**config.mk**
```make
export PLATFORM = sky130hd
export DESIGN_NAME = cfcx_chan_ctrl
export DESIGN_NICKNAME = d
export VERILOG_FILES = /design/src/rtl/assert_macros.svh /design/src/rtl/cfcx_pkg.sv /design/src/rtl/cfcx_chan_ctrl.sv
export SDC_FILE = /design/constraint.sdc
export NUM_CORES = 2
export LEC_CHECK = 0
export BUFFER_PORTS_ARGS = -buffer_cell sky130_fd_sc_hd__buf_4
export CAP_MARGIN = 20
export CORE_ASPECT_RATIO = 2
export CORE_MARGIN = 2
export CORE_UTILIZATION = 40
export DETAILED_ROUTE_END_ITERATION = 8
export PLACE_DENSITY = 0.54
export SLEW_MARGIN = 10
export SYNTH_ARGS = -nofsm -noshare
export SYNTH_HDL_FRONTEND = slang
export SYNTH_SLANG_ARGS = --single-unit
```
**constraint.sdc**
```tcl
create_clock -name clk -period 26.9 [get_ports clk]
set_input_delay 4.035 -clock clk [delete_from_list [all_inputs] [get_ports clk]]
set_output_delay 4.035 -clock clk [all_outputs]
set_load 0.005 [all_outputs]
```
**src/rtl/assert_macros.svh**
```systemverilog
// ----------------------------------------------------------------------------
// Assertion macros
// Shorthand for clocked assertions that are disabled while in reset.
// ----------------------------------------------------------------------------
`ifndef ASSERT_MACROS_SVH
`define ASSERT_MACROS_SVH

// Same-cycle implication.
`define CFCX_ASSERT_IMP(label, ante, cons, msg) \
	label: assert property (@(posedge clk) disable iff (!arst_n) (ante) |-> (cons)) \
		else $error(msg);

// Next-cycle implication.
`define CFCX_ASSERT_NXT(label, ante, cons, msg) \
	label: assert property (@(posedge clk) disable iff (!arst_n) (ante) |=> (cons)) \
		else $error(msg);

`endif

```
**src/rtl/cfcx_pkg.sv**
```systemverilog
// ----------------------------------------------------------------------------
// cfcx_pkg
// Shared sizes, codes and types of the credit flow control crossbar.
// ----------------------------------------------------------------------------
`default_nettype none

package cfcx_pkg;

	localparam int PORT_COUNT  = 8;
	localparam int NUM_VC      = 4;
	localparam int QUEUE_DEPTH = 16;

	localparam int NUM_CH    = PORT_COUNT * NUM_VC;
	localparam int CH_W      = $clog2(NUM_CH);
	localparam int PTR_W     = $clog2(QUEUE_DEPTH);
	localparam int FILL_W    = $clog2(QUEUE_DEPTH + 1);
	localparam int MEM_DEPTH = NUM_CH * QUEUE_DEPTH;
	localparam int ADDR_W    = $clog2(MEM_DEPTH);

	localparam int PORT_W  = 3;
	localparam int VC_W    = 2;
	localparam int AMT_W   = 16;
	localparam int TAG_W   = 16;
	localparam int CRED_W  = 20;
	localparam int ENTRY_W = AMT_W + TAG_W;
	localparam int CFG_W   = 20;
	localparam int IDX_W   = 1;

	localparam logic [CRED_W-1:0] CREDIT_MAX       = '1;
	localparam logic [CRED_W-1:0] BASE_CREDITS_RST = 20'd1024;

	typedef enum logic {
		OP_PAYLOAD = 1'b0,
		OP_CREDIT  = 1'b1
	} opcode_t;

	typedef enum logic [IDX_W-1:0] {
		REG_BASE_CREDITS = 1'b0,
		REG_USE_NEXT_VC  = 1'b1
	} reg_idx_t;

	typedef enum logic [1:0] {
		ST_OK      = 2'd0,
		ST_QUEUED  = 2'd1,
		ST_DROPPED = 2'd2
	} status_t;

	typedef struct packed {
		opcode_t            opcode;
		logic [PORT_W-1:0]  port;
		logic [VC_W-1:0]    cur_vc;
		logic [VC_W-1:0]    next_vc;
		logic [AMT_W-1:0]   amount;
		logic [TAG_W-1:0]   tag;
	} item_t;

	typedef struct packed {
		logic               sent;
		logic [PORT_W-1:0]  port;
		logic [VC_W-1:0]    vc;
		logic [AMT_W-1:0]   bytes;
		logic [TAG_W-1:0]   tag;
		status_t            status;
	} result_t;

	typedef struct packed {
		logic               re;
		logic [ADDR_W-1:0]  addr;
	} mem_rd_t;

	typedef struct packed {
		logic               we;
		logic [ADDR_W-1:0]  addr;
		logic [ENTRY_W-1:0] data;
	} mem_wr_t;

	function automatic logic [CRED_W-1:0] per_vc_credits(input logic [CRED_W-1:0] total);
		return total / CRED_W'(NUM_VC);
	endfunction

endpackage

`default_nettype wire

```
**src/rtl/cfcx_chan_ctrl.sv**
```systemverilog
// ----------------------------------------------------------------------------
// cfcx_chan_ctrl
// Per-channel credit counts and queue pointers, and the forwarding decision.
// ----------------------------------------------------------------------------
`default_nettype none

module cfcx_chan_ctrl (
	input  wire logic                          clk,
	input  wire logic                          arst_n,
	input  wire logic                          cfg_we,
	input  wire logic [cfcx_pkg::IDX_W-1:0]    cfg_index,
	input  wire logic [cfcx_pkg::CFG_W-1:0]    cfg_data,
	input  wire cfcx_pkg::item_t               in_item,
	input  wire logic                          in_accept,
	input  wire cfcx_pkg::item_t               item_s1,
	input  wire logic                          s1_fire,
	input  wire logic [cfcx_pkg::ENTRY_W-1:0]  head_data,
	output cfcx_pkg::mem_rd_t                  rd,
	output cfcx_pkg::mem_wr_t                  wr,
	output cfcx_pkg::result_t                  res
);

	logic                          use_next_vc_q;
	logic [cfcx_pkg::CRED_W-1:0]   credit_q [cfcx_pkg::NUM_CH];
	logic [cfcx_pkg::PTR_W-1:0]    head_q   [cfcx_pkg::NUM_CH];
	logic [cfcx_pkg::PTR_W-1:0]    tail_q   [cfcx_pkg::NUM_CH];
	logic [cfcx_pkg::FILL_W-1:0]   fill_q   [cfcx_pkg::NUM_CH];

	logic [cfcx_pkg::VC_W-1:0]     vc_in;
	logic [cfcx_pkg::CH_W-1:0]     ch_in;
	logic [cfcx_pkg::PTR_W-1:0]    head_rd;

	logic [cfcx_pkg::VC_W-1:0]     vc_s1;
	logic                          in_range;
	logic [cfcx_pkg::CH_W-1:0]     ch_s1;
	logic [cfcx_pkg::CRED_W-1:0]   cred;
	logic [cfcx_pkg::FILL_W-1:0]   fill;
	logic [cfcx_pkg::PTR_W-1:0]    head;
	logic [cfcx_pkg::PTR_W-1:0]    tail;
	logic [cfcx_pkg::PTR_W-1:0]    head_inc;
	logic [cfcx_pkg::PTR_W-1:0]    tail_inc;
	logic [cfcx_pkg::CRED_W:0]     sum;
	logic [cfcx_pkg::CRED_W-1:0]   sat;
	logic [cfcx_pkg::AMT_W-1:0]    head_bytes;
	logic [cfcx_pkg::TAG_W-1:0]    head_tag;
	logic                          upd_cred;
	logic [cfcx_pkg::CRED_W-1:0]   cred_d;
	logic                          enq;
	logic                          deq;

	// Channel of the incoming item, for the read-ahead of its queue head.
	always_comb begin
		vc_in = (in_item.opcode == cfcx_pkg::OP_PAYLOAD && use_next_vc_q) ?
			in_item.next_vc : in_item.cur_vc;
		ch_in = cfcx_pkg::CH_W'(int'(in_item.port) * cfcx_pkg::NUM_VC + int'(vc_in));
		head_rd = (s1_fire && deq && (ch_s1 == ch_in)) ? head_inc : head_q[ch_in];
		rd.re = in_accept;
		rd.addr = cfcx_pkg::ADDR_W'(int'(ch_in) * cfcx_pkg::QUEUE_DEPTH + int'(head_rd));
	end

	always_comb begin
		vc_s1 = (item_s1.opcode == cfcx_pkg::OP_PAYLOAD && use_next_vc_q) ?
			item_s1.next_vc : item_s1.cur_vc;
		in_range = (int'(item_s1.port) < cfcx_pkg::PORT_COUNT) &&
			(int'(vc_s1) < cfcx_pkg::NUM_VC);
		ch_s1 = cfcx_pkg::CH_W'(int'(item_s1.port) * cfcx_pkg::NUM_VC + int'(vc_s1));
		cred = credit_q[ch_s1];
		fill = fill_q[ch_s1];
		head = head_q[ch_s1];
		tail = tail_q[ch_s1];
		head_inc = (head == cfcx_pkg::PTR_W'(cfcx_pkg::QUEUE_DEPTH - 1)) ? '0 : head + 1'b1;
		tail_inc = (tail == cfcx_pkg::PTR_W'(cfcx_pkg::QUEUE_DEPTH - 1)) ? '0 : tail + 1'b1;
		sum = {1'b0, cred} + (cfcx_pkg::CRED_W + 1)'(item_s1.amount);
		sat = sum[cfcx_pkg::CRED_W] ? cfcx_pkg::CREDIT_MAX : sum[cfcx_pkg::CRED_W-1:0];
		head_bytes = head_data[cfcx_pkg::ENTRY_W-1:cfcx_pkg::TAG_W];
		head_tag = head_data[cfcx_pkg::TAG_W-1:0];

		res = '0;
		res.status = cfcx_pkg::ST_OK;
		upd_cred = 1'b0;
		cred_d = cred;
		enq = 1'b0;
		deq = 1'b0;

		if (!in_range) begin
			if (item_s1.opcode == cfcx_pkg::OP_PAYLOAD) begin
				res.status = cfcx_pkg::ST_DROPPED;
			end
		end else if (item_s1.opcode == cfcx_pkg::OP_PAYLOAD) begin
			if (cred >= cfcx_pkg::CRED_W'(item_s1.amount)) begin
				upd_cred = 1'b1;
				cred_d = cred - cfcx_pkg::CRED_W'(item_s1.amount);
				res.sent = 1'b1;
				res.port = item_s1.port;
				res.vc = vc_s1;
				res.bytes = item_s1.amount;
				res.tag = item_s1.tag;
			end else if (fill >= cfcx_pkg::FILL_W'(cfcx_pkg::QUEUE_DEPTH)) begin
				res.status = cfcx_pkg::ST_DROPPED;
			end else begin
				enq = 1'b1;
				res.status = cfcx_pkg::ST_QUEUED;
			end
		end else begin
			upd_cred = 1'b1;
			cred_d = sat;
			if ((fill != '0) && (cfcx_pkg::CRED_W'(head_bytes) <= sat)) begin
				deq = 1'b1;
				cred_d = sat - cfcx_pkg::CRED_W'(head_bytes);
				res.sent = 1'b1;
				res.port = item_s1.port;
				res.vc = vc_s1;
				res.bytes = head_bytes;
				res.tag = head_tag;
			end
		end

		wr.we = s1_fire && enq;
		wr.addr = cfcx_pkg::ADDR_W'(int'(ch_s1) * cfcx_pkg::QUEUE_DEPTH + int'(tail));
		wr.data = {item_s1.amount, item_s1.tag};
	end

	always_ff @(posedge clk or negedge arst_n) begin
		if (!arst_n) begin
			use_next_vc_q <= 1'b1;
			for (int i = 0; i < cfcx_pkg::NUM_CH; i++) begin
				credit_q[i] <= cfcx_pkg::per_vc_credits(cfcx_pkg::BASE_CREDITS_RST);
				head_q[i] <= '0;
				tail_q[i] <= '0;
				fill_q[i] <= '0;
			end
		end else begin
			if (cfg_we) begin
				unique case (cfcx_pkg::reg_idx_t'(cfg_index))
					cfcx_pkg::REG_BASE_CREDITS: begin
						for (int i = 0; i < cfcx_pkg::NUM_CH; i++) begin
							credit_q[i] <= cfcx_pkg::per_vc_credits(
								cfg_data[cfcx_pkg::CRED_W-1:0]);
						end
					end
					cfcx_pkg::REG_USE_NEXT_VC: begin
						use_next_vc_q <= cfg_data[0];
					end
				endcase
			end
			if (s1_fire) begin
				if (upd_cred) begin
					credit_q[ch_s1] <= cred_d;
				end
				if (enq) begin
					tail_q[ch_s1] <= tail_inc;
					fill_q[ch_s1] <= fill + 1'b1;
				end
				if (deq) begin
					head_q[ch_s1] <= head_inc;
					fill_q[ch_s1] <= fill - 1'b1;
				end
			end
		end
	end

endmodule

`default_nettype wire

```
-- Yosys cells after proc, flatten, opt, wreduce, memory -nomap -nowiden
Cells that the tools add are included.
- add/subtract/negate cells: 11
- multipliers: 0
- divide/modulo/power cells: 0
- $lt $le $gt $ge: 6
- eq/ne operators: 3
- shift operators: 0
- mux-type cells: 55
- bitwise logic cells: 4
- reduce and logical (&&, ||, !) cells: 11
- operator list (cell ; count):
    $mux W640 ; 4
    $bwmux W640 ; 1
    $mux W160 ; 3
    $bwmux W160 ; 2
    $bwmux W128 ; 2
    $mux W20 ; 7
    $mux W38 ; 3
    $bmux W20 S5 ; 1
    $demux W20 S5 ; 1
    $bmux W4 S5 ; 3
    $mux W4 ; 10
    $sub A20 B16 Y20 ; 2
    $bmux W5 S5 ; 1
    $demux W5 S5 ; 1
    $add A20 B16 Y21 ; 1
    $demux W4 S5 ; 1
    $ge A20 B16 Y1 ; 1
    $le A16 B20 Y1 ; 1
    $add A9 B4 Y9 ; 2
    $mux W5 ; 3
    $ge A6 B6 Y1 const B ; 2
    $not A5 Y6 ; 2
    $add A5 B2 Y5 ; 2
    $mux W2 ; 5
    12 further kinds ; 29
- flip-flop bits (word level): 1057
- bits in latches: 0
- bits in writable memories: 0
- bits in read-only memories: 0
- bits of input ports: 138
- output and inout port bits: 92
- word-level logic and storage cells: 219
- memories: 0

-- Logic depth before layout (Yosys ltp)
- depth in word-level cells: 18
- mapped depth: 43
- gate-level depth less buffers: 34

-- Least setup slack after synthesis
No wires, ideal clock.
- path kind: input-to-output
- start: input item_s1[39] in the netlist's numbering
- end: output res[24] in the netlist's numbering
- arrival: 11977 ps
- data required time: 22865 ps
- slack: 10888 ps
- cell stages on the path: 39
- path buffers: 14
- cell sequence: buf_2 -> and3b_1 -> a21oi_4 -> buf_6 -> buf_6 -> buf_6 -> buf_4 -> buf_6 -> buf_6 -> buf_4 -> clkbuf_1 -> and3_1 -> a31oi_1 -> o22ai_1 -> nor4_1 -> inv_1 -> fa_1 -> nor2_1 -> [3 not listed] -> o22ai_1 -> o31ai_2 -> nand4_1 -> clkbuf_1 -> nand2_1 -> ha_1 -> a21o_1 -> a211o_1 -> a211oi_1 -> o21ai_0 -> a211o_1 -> o31ai_4 -> a21o_1 -> buf_2 -> buf_2 -> buf_4 -> clkbuf_1 -> o21ai_0
- RTL lines (what ; line ; source):
    start, declared ; cfcx_chan_ctrl.sv:15 ; input wire cfcx_pkg::item_t item_s1,
    end, declared ; cfcx_chan_ctrl.sv:20 ; output cfcx_pkg::result_t res

==> metrics <==
most common cell after layout, fill and taps aside=dfrtp_1; die width=270 microns; Syn Inst Count=6047; setup bufs post-CTS=0; WS Path Type=primary input to output port; drt initial violations=4949; dpl cell area=59300 sq um; gp weighted congestion=0.949; Layout fillers=13643; Initial Utilization=0.402; Primary FF master, synth=dfrtp_1; Die Height=536 microns; worst hold path type=flip-flop to flip-flop; final core occ=0.447; Unique masters post-synth=96; IO Pins=230; critical-path maximum fanout=142; Routed Antenna Nets=0; Final #Nets=6086; headroom to the max-slew limit=0.196; pin count of the biggest net entering global routing=213; Tmin final=20.33 ns; worst vdd ir=60.2 uV; Worst setup EP type=output port; WL/cell=28.8 microns; Mapped Nets=6241; Crit path required time=22.86 ns; global-route wire length before repair=332000 microns; commonest non-fill, non-tap cells in the layout=dfrtp_1, nand2_1, a21oi_1, a211oi_1, buf_4; DR DRC count=0; worst-skew pair later-pin latency=0.74 ns; CTS Buf Count=104; die area=145000 sq um; GR Util All Layers=0.307; final worst slack=6.57 ns; Leakage=26.7 nW; Vias/cell=6.28; Mapped Area=56600 sq um; Highest Clock Rate=49.2 MHz; Mean Syn Cell Area=9.37 sq um; core area=141000 sq um; slowest CP cell=buf_4; Slew Viols, Final=0; Syn. warnings=0; Clock Sink Count=1057; Reg2Reg Launch Point=use_next_vc_q; post-synthesis async set-or-reset flop share=1.00; number of cells on the worst hold path=1; TritonCTS clock tree=yes; R2R cell count=36; Final Setup Violations=0; Synth Register Bits=1057; hold_ws=0.489 ns; share of cells above drive strength 1=0.152; Detail Placement HPWL=141000 microns; multi-input logic area=27200 sq um; placed cell count=7651; P per Cell Area=82.6 nW/um^2; row cnt=195; area delta synth->final=11.2%; RSZ-0062 raised after global routing=no; Max clock buf depth=3; status=finished, final reports clean; CP dominant cell by count=buf_4; fin cells=7849; Post-CTS Hold Fix Bufs=0; CP peak stage delay=0.81 ns; htree depth=3; Setup crit start kind=primary input; RR Endpoint=fill_q[95]; Tcrit/Tclk final=0.756; Clk pin slew, worst setup/hold paths=0.06 ns; vias in the first global route=48623; final hold violation count=0; WP data arrival=16.30 ns; total global routing overflow=0; Worst Hold Path EP=fill_q[108]; Max-Cap Viols=0; initial antenna violation count=5; Setup Total Neg Slack=0 ns; Seq. cell area=26500 sq um; final instance area=63000 sq um; r2r setup slk=13.84 ns; Setup Skew=0.0423 ns; pre-CTS WS=6.74 ns; Seq/Total Area, Yosys=0.468; Pre-antenna DRT Iters=5; overall power=5.20 mW; Routed WL=226000 microns; CTS resizes=0; CTS root buf=clkbuf_16; Post-synth EDFFs=0; worst-margin pin slew=1.21 ns; Port Buf Inserts=194; routed vias=49287; Worst Hold Launch=fill_q[108]
[routing by layer]
metal	vias to the layer above	part of all wire	track usage
li1	21815	-	-
met1	24760	0.37	0.352
met2	2044	0.49	0.518
met3	668	0.054	0.0410
met4	0	0.091	0.240
met5	-	0	0
[kinds of logic after synthesis]
group	count (synthesis)	share of synthesized area
flip-flops	1057	0.468
adder cells (fa/ha/maj)	56	0.0128
AO/OA/AOI/OAI	2227	0.249
multiplexers	335	0.0799
buffers and inverters	718	0.0579
AND/OR/NAND/NOR	1603	0.125
XOR/XNOR	51	0.00789
[cells in the mapped netlist (11+ instances only)]
library cell | number | area [sq um]
nor2b_1 | 35 | 219
buf_6 | 17 | 191
buf_4 | 76 | 571
nand2b_1 | 15 | 93.8
a21oi_1 | 780 | 3900
mux2i_1 | 118 | 1180
o21ai_0 | 253 | 1270
mux4_2 | 77 | 1730
ha_1 | 53 | 663
o21bai_1 | 11 | 82.6
inv_1 | 79 | 297
and2_1 | 28 | 175
o2bb2ai_1 | 24 | 210
o22a_1 | 23 | 201
o22ai_1 | 106 | 663
nor2_1 | 219 | 822
o21a_1 | 11 | 82.6
nand2_1 | 918 | 3450
dfstp_2 | 33 | 867
o211ai_1 | 21 | 158
a211oi_1 | 616 | 4620
buf_2 | 133 | 666
nor2_2 | 18 | 113
nand4_1 | 14 | 87.6
xnor2_1 | 38 | 333
buf_1 | 25 | 93.8
mux2_2 | 137 | 1540
clkbuf_1 | 381 | 1430
and3_1 | 136 | 851
nor4_1 | 31 | 194
a31oi_1 | 180 | 1130
xor2_1 | 13 | 114
a31o_2 | 12 | 105
nand3_1 | 135 | 676
dfrtp_1 | 1024 | 25600
a22o_1 | 26 | 228
a22oi_1 | 33 | 248
a221oi_1 | 18 | 158
[worst max path at each step]
stage	from	end	slack, ns	depth (start not counted)
floorplan	item_s1[39]	res[24]	10.89	39
global placement	item_s1[39]	rd[2]	6.89	36
detailed placement	item_s1[39]	rd[2]	6.74	36
CTS	item_s1[39]	rd[2]	6.72	36
global route	item_s1[39]	rd[2]	5.87	36
finish	item_s1[39]	rd[2]	6.57	36
[state kept, by name, indices dropped and copies added (netlist names)]
signal         count
credit_q         640
fill_q           160
head_q           128
tail_q           128
use_next_vc_q      1
[final cells by class]
| class | instances | share of cell area |
|---|---|---|
| antenna | 2 | 0.0000795 |
| clock buffer | 149 | 0.0490 |
| clock inverter | 41 | 0.00777 |
| inverter | 83 | 0.00520 |
| multi-input combinational | 4272 | 0.433 |
| sequential | 1057 | 0.421 |
| tap | 1871 | 0.0372 |
| timing repair buffer | 374 | 0.0477 |
[worst max-delay path: cells and delay by family]
| kind | cells | cell delay, ns |
|---|---|---|
| AOI/OAI and AO/OA | 15 | 4.69 |
| adders and majority gates | 3 | 0.91 |
| buffers and inverters | 8 | 3.27 |
| muxes | 2 | 0.67 |
| and+or+nand+nor | 8 | 2.45 |
[power breakdown]
part	total [mW]	switching, mW	internal [mW]
logic	1.62	1.07	0.546
clock network	1.57	0.679	0.892
registers	2.02	0.162	1.85
total	5.20	1.91	3.29
No activity file was read; power rests on OpenSTA's default activity.
